`src/sv/pshq_pkg.sv`:
```
// Package with the shared types, codes and defaults of the handle ring queue.
`timescale 1ns / 1ps
package pshq_pkg;

  localparam int DEF_SOCKET_COUNT = 8;
  localparam int DEF_RING_DEPTH   = 16;
  localparam int DEF_HANDLE_BITS  = 32;

  localparam int HANDLE_PORT_W = 32;
  localparam int SOCKET_W      = 8;

  localparam logic [SOCKET_W-1:0] ALL_SOCKETS = 8'hFF;

  localparam logic [1:0] CMD_STORE  = 2'd0;
  localparam logic [1:0] CMD_GET    = 2'd1;
  localparam logic [1:0] CMD_REINIT = 2'd2;

  localparam logic [1:0] ST_OK      = 2'd0;
  localparam logic [1:0] ST_FULL    = 2'd1;
  localparam logic [1:0] ST_EMPTY   = 2'd2;
  localparam logic [1:0] ST_BADSOCK = 2'd3;

  localparam logic [1:0] KIND_OTHER = 2'd0;
  localparam logic [1:0] KIND_UDP   = 2'd1;
  localparam logic [1:0] KIND_TCP   = 2'd2;

  localparam logic [1:0] REL_NONE   = 2'd0;
  localparam logic [1:0] REL_NETBUF = 2'd1;
  localparam logic [1:0] REL_PBUF   = 2'd2;

  // Operation codes produced by the classifier.
  localparam logic [2:0] OP_NOP        = 3'd0;
  localparam logic [2:0] OP_BAD        = 3'd1;
  localparam logic [2:0] OP_STORE      = 3'd2;
  localparam logic [2:0] OP_GET        = 3'd3;
  localparam logic [2:0] OP_REINIT     = 3'd4;
  localparam logic [2:0] OP_REINIT_ALL = 3'd5;

  typedef struct packed {
    logic [2:0]               code;
    logic [SOCKET_W-1:0]      sock;
    logic [HANDLE_PORT_W-1:0] handle;
    logic [1:0]               kind;
  } op_t;

endpackage

```
`src/sv/pshq_if.sv`:
```
// Handshake interfaces for the request and result channels.
`timescale 1ns / 1ps
interface pshq_req_if import pshq_pkg::*; ();
  logic                     valid;
  logic                     ready;
  logic [1:0]               command;
  logic [SOCKET_W-1:0]      socket;
  logic [HANDLE_PORT_W-1:0] handle_in;
  logic [1:0]               socket_kind;

  modport source (output valid, command, socket, handle_in, socket_kind, input ready);
  modport sink (input valid, command, socket, handle_in, socket_kind, output ready);
endinterface


```
`src/sv/pshq_front.sv`:
```
// Front end: accepts request words and classifies them into operations.
`timescale 1ns / 1ps
module pshq_front import pshq_pkg::*; #(
  parameter int SOCKET_COUNT = DEF_SOCKET_COUNT,
  parameter int HANDLE_BITS  = DEF_HANDLE_BITS
) (
  pshq_req_if.sink req,
  output op_t      op,
  output logic     op_valid,
  input  logic     op_ready
);

  localparam logic [HANDLE_PORT_W-1:0] HMASK = (HANDLE_BITS >= HANDLE_PORT_W) ?
      {HANDLE_PORT_W{1'b1}} : HANDLE_PORT_W'((64'd1 << HANDLE_BITS) - 64'd1);

  logic [HANDLE_PORT_W-1:0] handle_masked;

  assign handle_masked = req.handle_in & HMASK;
  assign op_valid      = req.valid;
  assign req.ready     = op_ready;

  always_comb begin
    op.sock   = req.socket;
    op.handle = handle_masked;
    op.kind   = req.socket_kind;
    op.code   = OP_NOP;
    if (req.command != CMD_STORE && req.command != CMD_GET && req.command != CMD_REINIT) begin
      op.code = OP_NOP;
    end else if (req.command == CMD_REINIT && req.socket == ALL_SOCKETS) begin
      op.code = OP_REINIT_ALL;
    end else if (req.socket >= SOCKET_W'(SOCKET_COUNT)) begin
      op.code = OP_BAD;
    end else begin
      case (req.command)
        CMD_STORE: begin
          // A zero handle is taken and dropped without touching the ring.
          op.code = (handle_masked == '0) ? OP_NOP : OP_STORE;
        end
        CMD_GET:    op.code = OP_GET;
        CMD_REINIT: op.code = OP_REINIT;
        default:    op.code = OP_NOP;
      endcase
    end
  end

endmodule

```
`src/flat_wrapper.sv`:
```
// flat-port wrapper written by rule: the top's interface ports become plain ports
module pshq_front_flat import pshq_pkg::*;
#(
  parameter int SOCKET_COUNT = DEF_SOCKET_COUNT,
  parameter int HANDLE_BITS  = DEF_HANDLE_BITS
)
  (op, op_valid, op_ready, req_valid, req_command, req_socket, req_handle_in, req_socket_kind, req_ready);
  pshq_req_if req_i ();
  output op_t op;
  output logic op_valid;
  input  logic op_ready;
  input wire logic [$bits(req_i.valid)-1:0] req_valid;
  input wire logic [$bits(req_i.command)-1:0] req_command;
  input wire logic [$bits(req_i.socket)-1:0] req_socket;
  input wire logic [$bits(req_i.handle_in)-1:0] req_handle_in;
  input wire logic [$bits(req_i.socket_kind)-1:0] req_socket_kind;
  output wire logic [$bits(req_i.ready)-1:0] req_ready;
  assign req_i.valid = req_valid;
  assign req_i.command = req_command;
  assign req_i.socket = req_socket;
  assign req_i.handle_in = req_handle_in;
  assign req_i.socket_kind = req_socket_kind;
  assign req_ready = req_i.ready;
  pshq_front #(.SOCKET_COUNT(SOCKET_COUNT), .HANDLE_BITS(HANDLE_BITS)) u_core (.req(req_i), .op(op), .op_valid(op_valid), .op_ready(op_ready));
endmodule
```
`config.mk`:
```
export PLATFORM = sky130hd
export DESIGN_NAME = pshq_front_flat
export DESIGN_NICKNAME = d
export VERILOG_FILES = /design/src/sv/pshq_pkg.sv /design/src/sv/pshq_if.sv /design/src/sv/pshq_front.sv /design/src/flat_wrapper.sv
export SDC_FILE = /design/constraint.sdc
export NUM_CORES = 1
export LEC_CHECK = 0
export BUFFER_PORTS_ARGS = -buffer_cell sky130_fd_sc_hd__buf_2
export CAP_MARGIN = 30
export CORE_MARGIN = 4
export CORE_UTILIZATION = 28
export DETAILED_ROUTE_END_ITERATION = 10
export PLACE_DENSITY = 0.95
export SETUP_SLACK_MARGIN = 0.1
export SYNTH_ARGS = -nofsm -noshare
export SYNTH_HDL_FRONTEND = slang
export SYNTH_SLANG_ARGS = --single-unit
```
`constraint.sdc`:
```
create_clock -name vclk -period 2.75
set_clock_uncertainty 0.2 [all_clocks]
set_input_delay 0.1375 -clock vclk [all_inputs]
set_output_delay 0.1375 -clock vclk [all_outputs]
set_load 0.005 [all_outputs]
```
==> impl_results.md <==
* Status: finished, final reports clean
* Antenna violations before repair at 0
* Synth unique cells at 10
* Final setup margin at 1.21 ns
* Post-layout net count at 155
* Seq cells at 0
* Actual slew at the worst max-slew pin at 0.295 ns
* Net Count, Synth at 112
* Most frequent cell after synthesis: buf_4
* DR vias/cell at 4.49
* Peak Freq at 0.649 GHz
* IO Pins at 93
* Cell internal pwr at 0.0447 mW
* Vias in the first global route at 538
* Mapped Cells at 66
* FF/Latch Area at 0 um^2
* Dpl ws at 1.21 ns
* Crit path DAT at 1.20 ns
* Critical Path Fanout Max at 3
* Die footprint at 2390 um^2
* Die width at 48.9 um
* Final Setup Violations at 0
* Cts repair resizes at 0
* Critical Path End Type: output port
* Area share of the largest cell type after synthesis at 70.6%
* Largest area contributor in the netlist: buf_4
* Max_slew headroom at 80.1%
* Total Routed Length at 1.39 mm
* Synth warnings at 0
* RSZ-0062 raised after global routing: false
* Crit-path slowest cell: or4_4
* Vias post-DR at 552
* Fin Hold WS at 0.0750 ns
* Drt wl/cell at 11.3 um
* Residual DRC count at 0
* Post-synth top cells: 44 x buf_4, 8 x nor4_1, 4 x nand4_1, 3 x nor2_1, 2 x nor3_1
* CP Buf/Inv Count at 2
* Psw at 0.0331 mW
* Starting Density at 30.4%
* Max-slew violation count at 0
* Setup TNS at 0 ns
* Peak supply drop at 0.0598 mV
* Share of cells above drive strength 1 at 82.2%
* Post-CTS Repair Setup Buffers at 0
* Hold_buf cts at 0
* Top Family by Delay on Critical Path: simple AND/OR/NAND/NOR gates
* Reg power frac at 0%
* Period Utilization, post-route at 56.1%
* Max-Cap Viols at 0
* CLK BUF at 0
* First-pass GRT wire length at 2.20 mm
* Grt ovf at 0
* Fill count at 174
* Area occupied by multi-input gates at 138 um^2
* Inserted Diodes at 0
* I/O Buffers at 85
* Critical path class: in2out
* Detailed Route Iter0 Violations at 1
* Switching share of power at 42.5%
* Combinational Power Share at 100.0%
* Req. time, crit path at 2.41 ns
* Largest net degree at the start of global routing at 6
* ANT nets after route at 0
* Crit start category: input port
* Syn_area_per_cell at 7.09 um^2
* Crit-path most repeated cell: buf_2
* Row count at 14
* Worst stage delay on the critical path at 0.55 ns
* Final Hold Viols at 0
* Synthesis-to-layout area growth at 24.6%
* Post-Syn Area at 468 um^2
* Register area share after synthesis at 0%
* PwrDens at 133 nW/um^2
* Pre-antenna DRT Iters at 2
* Clock power share at 0%
* Crit-path cells: buf_2, or4_4, nor2_2, nor2_1, nor3b_2, buf_2
* P_leak at 0.355 nW
* Worst hold path type: in2out
* Synth area leaders: buf_4 71%, nor4_1 11%, nand4_1 5.3%, nor3b_2 2.7%, nor2_1 2.4%
* Final GP Congestion at 0.690
* Die height at 48.9 um
* Total track usage at 10.4%
* Fin crit period at 1.54 ns
* Core Area at 1540 um^2
* Hpwl dp at 1.35 mm
==> cell usage in the layout (no fill, tap or decap) <==
cell type	instances
nor4_1	8
or3_1	1
nor3_1	2
a21oi_1	1
nor3b_2	1
nor2_1	3
or4_4	1
buf_2	85
nand4_1	4
nor2_2	1
==> cell families (layout without fill, tap and decap cells) <==
logic type             count (synthesis)  in the layout  share of synthesized area [%]
buffers and inverters                 44             85                           70.6
AND/OR/NAND/NOR                       21             21                           28.3
AO/OA/AOI/OAI                          1              1                           1.07
==> stage by stage <==
stage / cells / power, mW / instance area [um^2] / util [%]
3_5_place_dp: 123 / 0.0791 / 583 / 37.8
2_1_floorplan: 66 / 0.0573 / 468 / -
3_3_place_gp: 123 / 0.0782 / 583 / 37.8
4_1_cts: 123 / 0.0794 / 583 / 37.8
5_1_grt: 123 / 0.0877 / 583 / 37.8
6_report: 123 / 0.0778 / 583 / 37.8
==> layer usage <==
layer / track usage [%] / part of all wire (%) / up-vias
li1: - / - / 271
met1: 11.2 / 34 / 227
met2: 20.4 / 50 / 52
met3: 3.06 / 16 / 2
met4: 0.448 / 0.29 / 0
met5: 0 / 0 / -
==> power by group through the flow <==
stage | Sequential [mW] | Combinational [mW] | Clock, mW
2_1_floorplan | 0 | 0.0573 | 0
3_3_place_gp | 0 | 0.0782 | 0
3_5_place_dp | 0 | 0.0791 | 0
4_1_cts | 0 | 0.0794 | 0
5_1_grt | 0 | 0.0877 | 0
6_report | 0 | 0.0778 | 0
==> path summary, 6_finish.rpt <==
check	start	end	slack, ns	depth (start not counted)
worst max-delay path	req_socket[5]	op[44]	1.21	6
worst min-delay path	req_valid	op_valid	0.08	0
==> final cells by class <==
cell class	instances	area share (%)
repair buffers	85	73.0
well taps	16	3.43
multi-input cells	22	23.6
Note: power is estimated with default switching activity, not from simulation.
