## src/sv/pshq_pkg.sv

```systemverilog
// Package with the shared types, codes and defaults of the handle ring queue.
`timescale 1ns / 1ps
package pshq_pkg;

  localparam int DEF_SOCKET_COUNT = 8;
  localparam int DEF_RING_DEPTH   = 16;
  localparam int DEF_HANDLE_BITS  = 32;

  localparam int HANDLE_PORT_W = 32;
  localparam int SOCKET_W      = 8;

  localparam logic [SOCKET_W-1:0] ALL_SOCKETS = 8'hFF;

  localparam logic [1:0] CMD_STORE  = 2'd0;
  localparam logic [1:0] CMD_GET    = 2'd1;
  localparam logic [1:0] CMD_REINIT = 2'd2;

  localparam logic [1:0] ST_OK      = 2'd0;
  localparam logic [1:0] ST_FULL    = 2'd1;
  localparam logic [1:0] ST_EMPTY   = 2'd2;
  localparam logic [1:0] ST_BADSOCK = 2'd3;

  localparam logic [1:0] KIND_OTHER = 2'd0;
  localparam logic [1:0] KIND_UDP   = 2'd1;
  localparam logic [1:0] KIND_TCP   = 2'd2;

  localparam logic [1:0] REL_NONE   = 2'd0;
  localparam logic [1:0] REL_NETBUF = 2'd1;
  localparam logic [1:0] REL_PBUF   = 2'd2;

  // Operation codes produced by the classifier.
  localparam logic [2:0] OP_NOP        = 3'd0;
  localparam logic [2:0] OP_BAD        = 3'd1;
  localparam logic [2:0] OP_STORE      = 3'd2;
  localparam logic [2:0] OP_GET        = 3'd3;
  localparam logic [2:0] OP_REINIT     = 3'd4;
  localparam logic [2:0] OP_REINIT_ALL = 3'd5;

  typedef struct packed {
    logic [2:0]               code;
    logic [SOCKET_W-1:0]      sock;
    logic [HANDLE_PORT_W-1:0] handle;
    logic [1:0]               kind;
  } op_t;

endpackage

```

## src/sv/pshq_op_queue.sv

```systemverilog
// Two-entry queue of classified operations between the front and back ends.
`timescale 1ns / 1ps
module pshq_op_queue import pshq_pkg::*; (
  input  logic clk,
  input  logic rst,
  input  op_t  push_op,
  input  logic push_valid,
  output logic push_ready,
  output op_t  pop_op,
  output logic pop_valid,
  input  logic pop
);

  op_t        slots [2];
  logic       wr_ptr;
  logic       rd_ptr;
  logic [1:0] count;
  logic       do_push;
  logic       do_pop;

  assign push_ready = (count != 2'd2);
  assign pop_valid  = (count != 2'd0);
  assign pop_op     = slots[rd_ptr];
  assign do_push    = push_valid && push_ready;
  assign do_pop     = pop && pop_valid;

  always_ff @(posedge clk) begin
    if (do_push) begin
      slots[wr_ptr] <= push_op;
    end
  end

  always_ff @(posedge clk) begin
    if (rst) begin
      wr_ptr <= 1'b0;
      rd_ptr <= 1'b0;
      count  <= 2'd0;
    end else begin
      if (do_push) begin
        wr_ptr <= ~wr_ptr;
      end
      if (do_pop) begin
        rd_ptr <= ~rd_ptr;
      end
      case ({do_push, do_pop})
        2'b10:   count <= count + 2'd1;
        2'b01:   count <= count - 2'd1;
        default: count <= count;
      endcase
    end
  end

endmodule

```

## config.mk

```make
export PLATFORM = sky130hd
export DESIGN_NAME = pshq_op_queue
export DESIGN_NICKNAME = d
export VERILOG_FILES = /design/src/sv/pshq_pkg.sv /design/src/sv/pshq_op_queue.sv
export SDC_FILE = /design/constraint.sdc
export NUM_CORES = 1
export LEC_CHECK = 0
export BUFFER_PORTS_ARGS = -buffer_cell sky130_fd_sc_hd__buf_2
export CELL_PAD_IN_SITES_DETAIL_PLACEMENT = 1
export CELL_PAD_IN_SITES_GLOBAL_PLACEMENT = 1
export CORE_MARGIN = 3
export CORE_UTILIZATION = 39
export DETAILED_ROUTE_END_ITERATION = 8
export HOLD_SLACK_MARGIN = 0.02
export PLACE_DENSITY_LB_ADDON = 0.1
export SYNTH_ARGS = -nofsm -noshare
export SYNTH_HDL_FRONTEND = slang
export SYNTH_SLANG_ARGS = --single-unit
```

## constraint.sdc

```tcl
create_clock -name clk -period 2.2 [get_ports clk]
set_input_delay 0.33 -clock clk [delete_from_list [all_inputs] [get_ports clk]]
set_output_delay 0.33 -clock clk [all_outputs]
set_load 0.005 [all_outputs]
```

==> results of run 1 <==
-- power by group through the flow --
| stage | combinational, mW | clock [mW] | sequential (mW) |
|---|---|---|---|
| 6_report | 1.21 | 1.09 | 2.35 |
| 5_1_grt | 1.33 | 1.21 | 2.38 |
| 4_1_cts | 1.24 | 1.14 | 2.36 |
| 3_5_place_dp | 1.23 | 0 | 2.40 |
| 3_3_place_gp | 1.24 | 0 | 2.39 |
| 2_1_floorplan | 0.730 | 0 | 2.38 |
-- cell type report --
cell class,instances,share of cell area
Tap cell,105,0.0307
Clock inverter,6,0.0143
Multi-Input combinational cell,63,0.147
Sequential cell,95,0.656
Timing Repair Buffer,101,0.122
Clock buffer,10,0.0299
Inverter,1,0.000878
-- worst max-delay path by stage --
stage / start / to / slack, ns
floorplan: count[0] / slots[1][0] / 0.06
global placement: flip-flop / pop_op[43] / 0.67
detailed placement: count[0] / slots[0][26] / 0.63
CTS: flip-flop / pop_op[43] / 0.28
global route: flip-flop / pop_op[43] / 0.25
finish: flip-flop / pop_op[43] / 0.33
-- synth_stat cells --
master,count,area share
xor2_1,1,0.0025
o21a_1,1,0.0022
a21oi_1,2,0.0029
nor2_1,3,0.0033
nand3b_1,1,0.0022
buf_2,5,0.0072
and3_1,1,0.0018
nand2b_1,1,0.0018
or2_2,1,0.0018
or3_1,1,0.0018
nand2_1,1,0.0011
xnor2_1,2,0.0051
inv_1,1,0.0011
o21ai_0,1,0.0014
ha_1,1,0.0036
dfxtp_1,5,0.029
edfxtp_1,90,0.78
mux2_2,45,0.15
a21bo_2,1,0.0029
-- worst register-to-register path, stage by stage (launching register included) --
cell	delay (ns)
dfxtp_1	0.42
nand2b_1	0.21
nand2_1	0.08
ha_1	0.32
or3_1	0.35
a21oi_1	0.15
-- flip-flops by register name, summed over array words and instances (netlist names), named ones only --
signal	flops
count	2
wr_ptr	1
rd_ptr	1
slots	90
-- stage by stage --
stage          setup slack, ns   util  hold WS (ns)
5_1_grt                  0.247  0.508         0.138
3_3_place_gp             0.670  0.485         0.499
4_1_cts                  0.276  0.508         0.142
3_5_place_dp             0.630  0.485         0.502
6_report                 0.332  0.508         0.169
2_1_floorplan           0.0579      -         0.399
-- metal layers --
layer  track usage  share of wire  up-vias
met1         0.165           0.46      869
met5             0              0        -
met2         0.201           0.47       61
li1              -              -      854
met4        0.0622          0.013        0
met3        0.0354          0.054        7
-- cell families (layout without fill, tap and decap cells) --
kind of cell               Yosys count  count (layout)
AOI/OAI and AO/OA                    5               5
xor gates and xnor gates             3               3
adders and majority gates            1               1
buffers and inverters                6             118
DFF                                 95              95
muxes                               45              45
and+or+nand+nor                      9               9
-- layout by cell type (no fill, tap or decap) --
master	instances
clkbuf_1	1
nor2_1	3
nand2b_1	1
edfxtp_1	90
o21ai_0	1
bufinv_16	1
clkinv_4	1
xnor2_1	2
buf_4	6
or2_2	1
clkinv_1	2
clkinvlp_4	2
nand2_1	1
mux2_2	45
nand3b_1	1
dfxtp_2	1
or3_1	1
xor2_1	1
and3_2	1
dfxtp_1	4
o21a_1	1
clkbuf_8	9
buf_2	95
ha_1	1
a21oi_1	2
a21bo_2	1
inv_2	1
==> out/results.txt, run 1 <==
CP max stage delay - 0.39 ns
FP Rows - 33
CTS Root Cell - clkbuf_8
crit-path leading delay family - buffers and inverters
Max Fclk - 535 MHz
post-CTS resize count - 0
initial core utilization - 0.410
first-pass GRT wire length - 9580 um
clock latency on the worst-skew pair - 0.34 ns
largest net degree at the start of global routing - 31
Register Area - 0.00280 mm2
R2R depth - 5
final worst-path cycle share - 0.849
relative slew slack - 0.725
largest family of logic cells by synthesized area - multiplexers
syn_nets - 214
Setup crit end kind - primary output
Buffers on Ports - 95
via count - 1791
max-slew violations - 0
hold_buf cts - 0
vias in the first global route - 1962
number of top-level pins - 96
status - complete, no violations
Mapped Cells - 164
clock power share - 0.234
synth-to-layout area growth - 23.7%
Inst Count DP - 365
min cycle time layout - 1.87 ns
Synth Warn # - 0
H-tree depth - 3
clk_skew - 0.00646 ns
Detailed Route Iter0 Violations - 49
Via-to-Cell Ratio - 4.70
final WL - 6240 um
slowest stage cell, crit path - mux2_2
Mapped Area - 0.00346 mm2
R2R setup slack - 0.61 ns
CP Launch Type - flip-flop
Critical R2R Launch - count[0]
crit path cell chain - buf_4 -> mux2_2 -> buf_2
post-synthesis mux area share - 0.147
Residual DRC - 0
DP Area - 0.00409 mm2
Max Cap Violations - 0
Final #Nets - 321
Die X - 100 um
Critical Path Fanout Max - 27
CTS tree - yes
sw power - 1.22 mW
ant diodes - 0
XOR/XNOR share of the synthesized area - 0.00760
Tot Pwr - 4.65 mW
Int Pwr - 3.43 mW
post-route cell area - 0.00428 mm2
Post-Syn Area per Cell - 21.1 um2
hold path startpoint - push_op[18]
Peak VDD IR - 0.407 mV
Crit path depth - 3
min-delay worst type - in2reg
clk buf depth - 2
P_leak - 1.59 nW
Core ar. - 0.00842 mm2
Buffers & Inverters on Critical Path - 2
Combinational Power Share - 0.260
Switching Share - 0.262
Flop pwr share - 0.506
Post-Synth Simple-Gate Area - 0.0138
TritonRoute pass-1 iters - 4
Worst Path Required - 1.87 ns
Total GRT Usage - 0.128
die area - 0.0100 mm2
hpwl dp - 4130 um
Hold Vio Cnt, Final - 0
Routed Antenna Nets - 0
grt ovf - 0
P per Cell Area - 1090 mW/mm2
sum of negative setup slack - 0 ns
RSZ-0062 raised after global routing - false
WL/cell - 16.4 um
GPL Wtd Cong - 0.684
initial antenna violation count - 0
WHS Path Cells - 1
Seq/Total Area, Yosys - 0.811
Netlist cell types - 19
clk sink count - 95
worst slew pin tran - 0.413 ns
adder-cell share of the synthesized area - 0.00362
Reg clk slew, reported paths - 0.09 ns
fillers - 835
Critical Path AT - 1.54 ns
Num CTS Buffers - 9
final setup fails - 0
setup repair bufs after CTS - 0
Synth Register Bits - 95
Die Y - 100 um
critical path class - reg2out
Multi-input gate area - 627 um2
share of cells above drive strength 1 - 0.594
Compound-Gate Fraction of Synth Area - 0.00941
R2R Path End - count[1]
Finished Layout Cells - 381
Hold Path Sink - slots[0][18]
No activity file was read; power rests on OpenSTA's default activity.
==> run 2: changes to the inputs <==
- ABC_AREA: unset -> 1
- CORE_UTILIZATION: 39 -> 44
- clock period: 2.2 -> 1.8 ns (I/O delays scaled with it)
==> out/results.txt, run 2 <==
status - complete, no violations (unchanged)
Finished Layout Cells - 395 (was 381)
CTS Root Cell - clkbuf_8 (unchanged)
FP Rows - 32 (was 33)
Critical Path Fanout Max - 14 (was 27)
Seq/Total Area, Yosys - 0.759 (was 0.811)
Top FF cell, synth - edfxtp_1 (unchanged)
Setup crit end kind - primary output (unchanged)
min cycle time layout - 1.74 ns
Top Registers - slots (90), count (2) (unchanged)
Inst Count DP - 377 (was 365)
Buffers & Inverters on Critical Path - 2 (unchanged)
final setup fails - 0 (unchanged)
Hold Vio Cnt, Final - 0 (unchanged)
share of cells above drive strength 1 - 0.570 (was 0.594)
clk buf depth - 2 (unchanged)
slowest stage cell, crit path - dfxtp_4 (was mux2_2)
first-pass GRT wire length - 10300 um (was 9580 um)
Largest Register - slots (unchanged)
TritonRoute pass-1 iters - 4 (unchanged)
Netlist cell types - 13 (was 19)
clock latency on the worst-skew pair - 0.35 ns (was 0.34 ns)
leading cell types by count after synthesis - edfxtp_1, mux2_4, nor2_1, inv_1, nand2_1 (was edfxtp_1, mux2_2, buf_2, dfxtp_1, nor2_1)
ranking of synthesized cells by area - edfxtp_1, mux2_4, dfxtp_1 (was edfxtp_1, mux2_2, dfxtp_1)
relative slew slack - 0.819 (was 0.725)
die area - 0.00953 mm2 (was 0.0100 mm2)
worst slew pin tran - 0.271 ns (was 0.413 ns)
Final Worst Setup Slack - 0.0606 ns (was 0.332 ns)
crit-path leading delay family - flip-flops (was buffers and inverters)
vias in the first global route - 2067 (was 1962)
commonest non-fill, non-tap cell in the layout - buf_2 (unchanged)
GPL Wtd Cong - 0.656 (was 0.684)
WL/cell - 16.5 um (was 16.4 um)
top-area cell type share of the netlist area - 0.732 (was 0.782)
grt ovf - 0 (unchanged)
initial antenna violation count - 0 (unchanged)
max-slew violations - 0 (unchanged)
DP Area - 0.00434 mm2 (was 0.00409 mm2)
Die Y - 97.6 um (was 100 um)
largest net degree at the start of global routing - 27 (was 31)
final WL - 6500 um (was 6240 um)
P_leak - 1.81 nW (was 1.59 nW)
async set-or-reset flop fraction in the synthesized netlist - 0 (unchanged)
Synth Register Bits - 95 (unchanged)
max reg flops - 90 (unchanged)
crit path cell chain - buf_12 -> mux2_2 -> buf_2 (was buf_4 -> mux2_2 -> buf_2)
commonest cells after routing, fill and taps aside - buf_2, edfxtp_1, mux2_4 (was buf_2, edfxtp_1, mux2_2)
number of top-level pins - 96 (unchanged)
Hold WS - 0.106 ns (was 0.169 ns)
via count - 1881 (was 1791)
count leader, synth - edfxtp_1 (unchanged)
Post-Synth Simple-Gate Area - 0.0200 (was 0.0138)
post-route cell area - 0.00454 mm2 (was 0.00428 mm2)
Mapped Cells - 178 (was 164)
synth-to-layout area growth - 23.0% (was 23.7%)
Met2 Wirelength - 3240 um (was 2950 um)
critical path class - reg2out (unchanged)
Core ar. - 0.00793 mm2 (was 0.00842 mm2)
Final #Nets - 338 (was 321)
Critical Path AT - 1.47 ns (was 1.54 ns)
CTS tree - yes (unchanged)
Peak VDD IR - 0.520 mV (was 0.407 mV)
Die X - 97.6 um (was 100 um)
Total GRT Usage - 0.140 (was 0.128)
adder-cell share of the synthesized area - 0.00339 (was 0.00362)
Routed Antenna Nets - 0 (unchanged)
Worst Path Required - 1.53 ns (was 1.87 ns)
Synth Warn # - 0 (unchanged)
Place WS - 0.260 ns (was 0.630 ns)
H-tree depth - 3 (unchanged)
Max Fclk - 575 MHz
ant diodes - 0 (unchanged)
Max Used Layer - met4 (unchanged)
min-delay worst type - in2reg (unchanged)
Tot Pwr - 5.34 mW (was 4.65 mW)
Mapped Area - 0.00369 mm2 (was 0.00346 mm2)
met1 WL - 2750 um (was 2870 um)
Via-to-Cell Ratio - 4.76 (was 4.70)
clk sink count - 95 (unchanged)
XOR/XNOR share of the synthesized area - 0 (was 0.00760)
CP max stage delay - 0.45 ns (was 0.39 ns)
initial core utilization - 0.466 (was 0.410)
Compound-Gate Fraction of Synth Area - 0.00678 (was 0.00941)
Num CTS Buffers - 9 (unchanged)
Detailed Route Iter0 Violations - 69 (was 49)
Post-Syn Area per Cell - 20.7 um2 (was 21.1 um2)
Core Util, Final - 0.573 (was 0.508)
Buffers on Ports - 95 (unchanged)
syn_nets - 228 (was 214)
clk_skew - 0.0113 ns (was 0.00646 ns)
CP Launch Type - flip-flop (unchanged)
sum of negative setup slack - 0 ns (unchanged)
hpwl dp - 4590 um (was 4130 um)
post-synthesis mux area share - 0.178 (was 0.147)
final worst-path cycle share - 0.966
metal3 WL - 427 um (was 337 um)
number of synthesized flops with an enable pin - 90 (unchanged)
Max Cap Violations - 0 (unchanged)
largest area contributor in the netlist - edfxtp_1 (unchanged)
P per Cell Area - 1180 mW/mm2 (was 1090 mW/mm2)
Residual DRC - 0 (unchanged)
Reg clk slew, reported paths - 0.09 ns (about the same)
largest family of logic cells by synthesized area - multiplexers (unchanged)
==> run 2: cell types whose count changed after synthesis, sizes merged, moves of 2 or more <==
cell and change:
nand2 +7, o21ai +2, nor2 +7, inv +7
xnor2 -2
==> run 2: final cells by class <==
type	instances	area [um2]
fill	753	3390
inverter	8	30.0
sequential	95	2810
timing repair buffer	104	606
clock buffer	10	128
clock inverter	6	61.3
multi-input combinational	70	783
tap	102	128
==> run 2: power by group <==
group	leakage (nW)	internal [mW]	total, mW	switching, mW
combinational	0.831	0.677	1.22	0.539
sequential	0.883	2.70	2.79	0.0894
clock	0.0960	0.638	1.34	0.697
==> run 2: repair_timing <==
| item | CTS | global route |
|---|---|---|
| buffers inserted | 0 | 2 |
| endpoints found under the setup margin | 39 | 1 |
| gates cloned | 0 | 0 |
| resized for setup | 1 | 0 |
| hold buffers | 0 | 0 |
| pin swaps | 0 | 0 |
==> run 2: cell families (layout without fill, tap and decap cells) <==
group / Yosys count / count (layout)
flops: 95 / 95
mux: 45 / 45
simple gates: 19 / 19
buf+inv: 13 / 128
compound gates: 5 / 5
fa+ha+maj: 1 / 1
==> run 2: path summary, 6_finish.rpt <==
check / from / endpoint / slack, ns / depth (start not counted)
max: flip-flop / pop_op[44] / 0.06 / 3
min: push_op[17] / slots[0][17] / 0.11 / 1
max reg2reg: count[0] / count[1] / 0.26 / 9
min reg2reg: count[1] / count[1] / 0.53 / 2
==> run 2: per-layer routing <==
metal  vias to the layer above  global-route usage
met2                        61               0.238
met1                       924               0.163
li1                        889                   -
met4                         0              0.0575
met3                         7              0.0431
met5                         -                   0
==> run 3: changes to the inputs <==
--- a/config.mk
+++ b/config.mk
@@ -9,2 +9,3 @@
 export BUFFER_PORTS_ARGS = -buffer_cell sky130_fd_sc_hd__buf_2
+export CAP_MARGIN = 20
 export CELL_PAD_IN_SITES_DETAIL_PLACEMENT = 1
==> constraint.sdc (replaced) <==
create_clock -name clk -period 1.8 [get_ports clk]
set_input_delay 0.18 -clock clk [delete_from_list [all_inputs] [get_ports clk]]
set_output_delay 0.18 -clock clk [all_outputs]
set_load 0.005 [all_outputs]
==> out/results.txt, run 3 (synthesis results as in run 2) <==
status - complete, no violations (unchanged)
clk_skew - 0.00816 ns (was 0.0113 ns)
Die Y - 97.6 um (unchanged)
worst slew pin tran - 0.263 ns (was 0.271 ns)
Core ar. - 0.00793 mm2 (unchanged)
CP Launch Type - flip-flop (unchanged)
max-slew violations - 0 (unchanged)
Total GRT Usage - 0.163 (was 0.140)
Via-to-Cell Ratio - 4.72 (was 4.76)
RSZ-0062 raised after global routing - false
hpwl dp - 4830 um (was 4590 um)
Inst Count DP - 376 (was 377)
Setup crit end kind - primary output (unchanged)
Largest Register - slots (unchanged)
Worst Path Required - 1.62 ns (was 1.53 ns)
final worst-path cycle share - 0.924 (was 0.966)
grt ovf - 0 (unchanged)
P per Cell Area - 1080 mW/mm2 (was 1180 mW/mm2)
Buffers & Inverters on Critical Path - 2 (unchanged)
clock latency on the worst-skew pair - 0.35 ns (about the same)
Finished Layout Cells - 432 (was 395)
vias in the first global route - 2320 (was 2067)
final WL - 7450 um (was 6500 um)
initial core utilization - 0.466 (unchanged)
crit-path leading delay family - multiplexers (was flip-flops)
min-delay worst type - in2reg (unchanged)
GPL Wtd Cong - 0.693 (was 0.656)
CP max stage delay - 0.39 ns (was 0.45 ns)
met1 WL - 3100 um (was 2750 um)
Hold WS - 0.0385 ns (was 0.106 ns)
Core Util, Final - 0.615 (was 0.573)
P_leak - 1.95 nW (was 1.81 nW)
FP Rows - 32 (unchanged)
hold path startpoint - push_op[5] (was push_op[17])
max reg flops - 90 (unchanged)
synth-to-layout area growth - 32.1% (was 23.0%)
min cycle time layout - 1.66 ns (was 1.74 ns)
WL/cell - 17.2 um (was 16.5 um)
commonest non-fill, non-tap cell in the layout - buf_2 (unchanged)
Detailed Route Iter0 Violations - 65 (was 69)
clk buf depth - 2 (unchanged)
via count - 2039 (was 1881)
crit path cell chain - buf_12 -> mux2_2 -> buf_2 (unchanged)
Critical R2R Launch - count[0] (unchanged)
Max Used Layer - met4 (unchanged)
Routed Antenna Nets - 0 (unchanged)
Reg clk slew, reported paths - 0.08 ns (was 0.09 ns)
Top Registers - slots (90), count (2) (unchanged)
number of top-level pins - 96 (unchanged)
Die X - 97.6 um (unchanged)
TritonRoute pass-1 iters - 4 (unchanged)
Critical Path AT - 1.48 ns (was 1.47 ns)
Hold Vio Cnt, Final - 0 (unchanged)
Peak VDD IR - 0.551 mV (was 0.520 mV)
largest net degree at the start of global routing - 29 (was 27)
first-pass GRT wire length - 11900 um (was 10300 um)
die area - 0.00953 mm2 (unchanged)
Buffers on Ports - 95 (unchanged)
setup repair bufs after CTS - 0 (unchanged)
Met2 Wirelength - 3860 um (was 3240 um)
metal3 WL - 382 um (was 427 um)
clk sink count - 95 (unchanged)
critical path class - reg2out (unchanged)
Critical Path Fanout Max - 28 (was 14)
CTS tree - yes (unchanged)
Num CTS Buffers - 9 (unchanged)
final setup fails - 0 (unchanged)
commonest cells after routing, fill and taps aside - buf_2, edfxtp_1, mux2_4, dlygate4sd3_1, clkbuf_8 (was buf_2, edfxtp_1, mux2_4)
Max Fclk - 601 MHz (was 575 MHz)
Max Cap Violations - 0 (unchanged)
slowest stage cell, crit path - mux2_2 (was dfxtp_4)
initial antenna violation count - 0 (unchanged)
Residual DRC - 0 (unchanged)
Final #Nets - 375 (was 338)
CTS Root Cell - clkbuf_8 (unchanged)
share of cells above drive strength 1 - 0.497 (was 0.570)
relative slew slack - 0.825 (was 0.819)
ant diodes - 0 (unchanged)
H-tree depth - 3 (unchanged)
run 3: metrics by stage:
stage	power, mW	setup slack (ns)	TNS [ns]	area [um2]
floorplan	3.61	-0.424	-38.20	3700
global placement	4.01	0.361	0	4300
detailed placement	4.05	0.270	0	4300
CTS	5.34	0.0477	0	4850
global route	5.56	0.0566	0	4880
finish	5.29	0.137	0	4880
run 3: what timing repair did:
item | in CTS | in global routing
setup endpoints to repair | 0 | 1
resized for setup | 0 | 1
hold buffers | 38 | 2
hold endpoints to repair | 74 | 3
run 3: worst register-to-register path, delay by kind of cell, from the launching register on:
kind          cells  cell delay, ns
simple gates      6            0.56
buf+inv           2            0.18
fa+ha+maj         1            0.38
flops             1            0.36
run 3: path summary, 6_finish.rpt:
kind,depth (start not counted),slack (ns),to
setup / recovery,3,0.14,pop_op[44]
hold / removal,1,0.04,slots[1][5]
setup reg to reg,9,0.27,count[1]
hold reg to reg,2,0.52,count[1]
run 3: power by group:
part | total (mW) | switching (mW) | leakage [nW] | internal (mW)
Sequential | 2.78 | 0.0770 | 0.883 | 2.70
Combinational | 1.27 | 0.578 | 0.976 | 0.696
Clock | 1.24 | 0.733 | 0.0874 | 0.505
run 3: final cells by class:
| type | count | area, um2 |
|---|---|---|
| inverter | 8 | 30.0 |
| multi-input combinational | 70 | 783 |
| clock buffer | 9 | 124 |
| clock inverter | 7 | 47.5 |
| fill | 763 | 3050 |
| timing repair buffer | 141 | 962 |
| tap | 102 | 128 |
| sequential | 95 | 2800 |
run 3: layer usage:
metal,track usage,up-vias
met5,0,-
met4,0.0596,0
met3,0.0380,12
met2,0.285,72
met1,0.197,988
li1,-,967
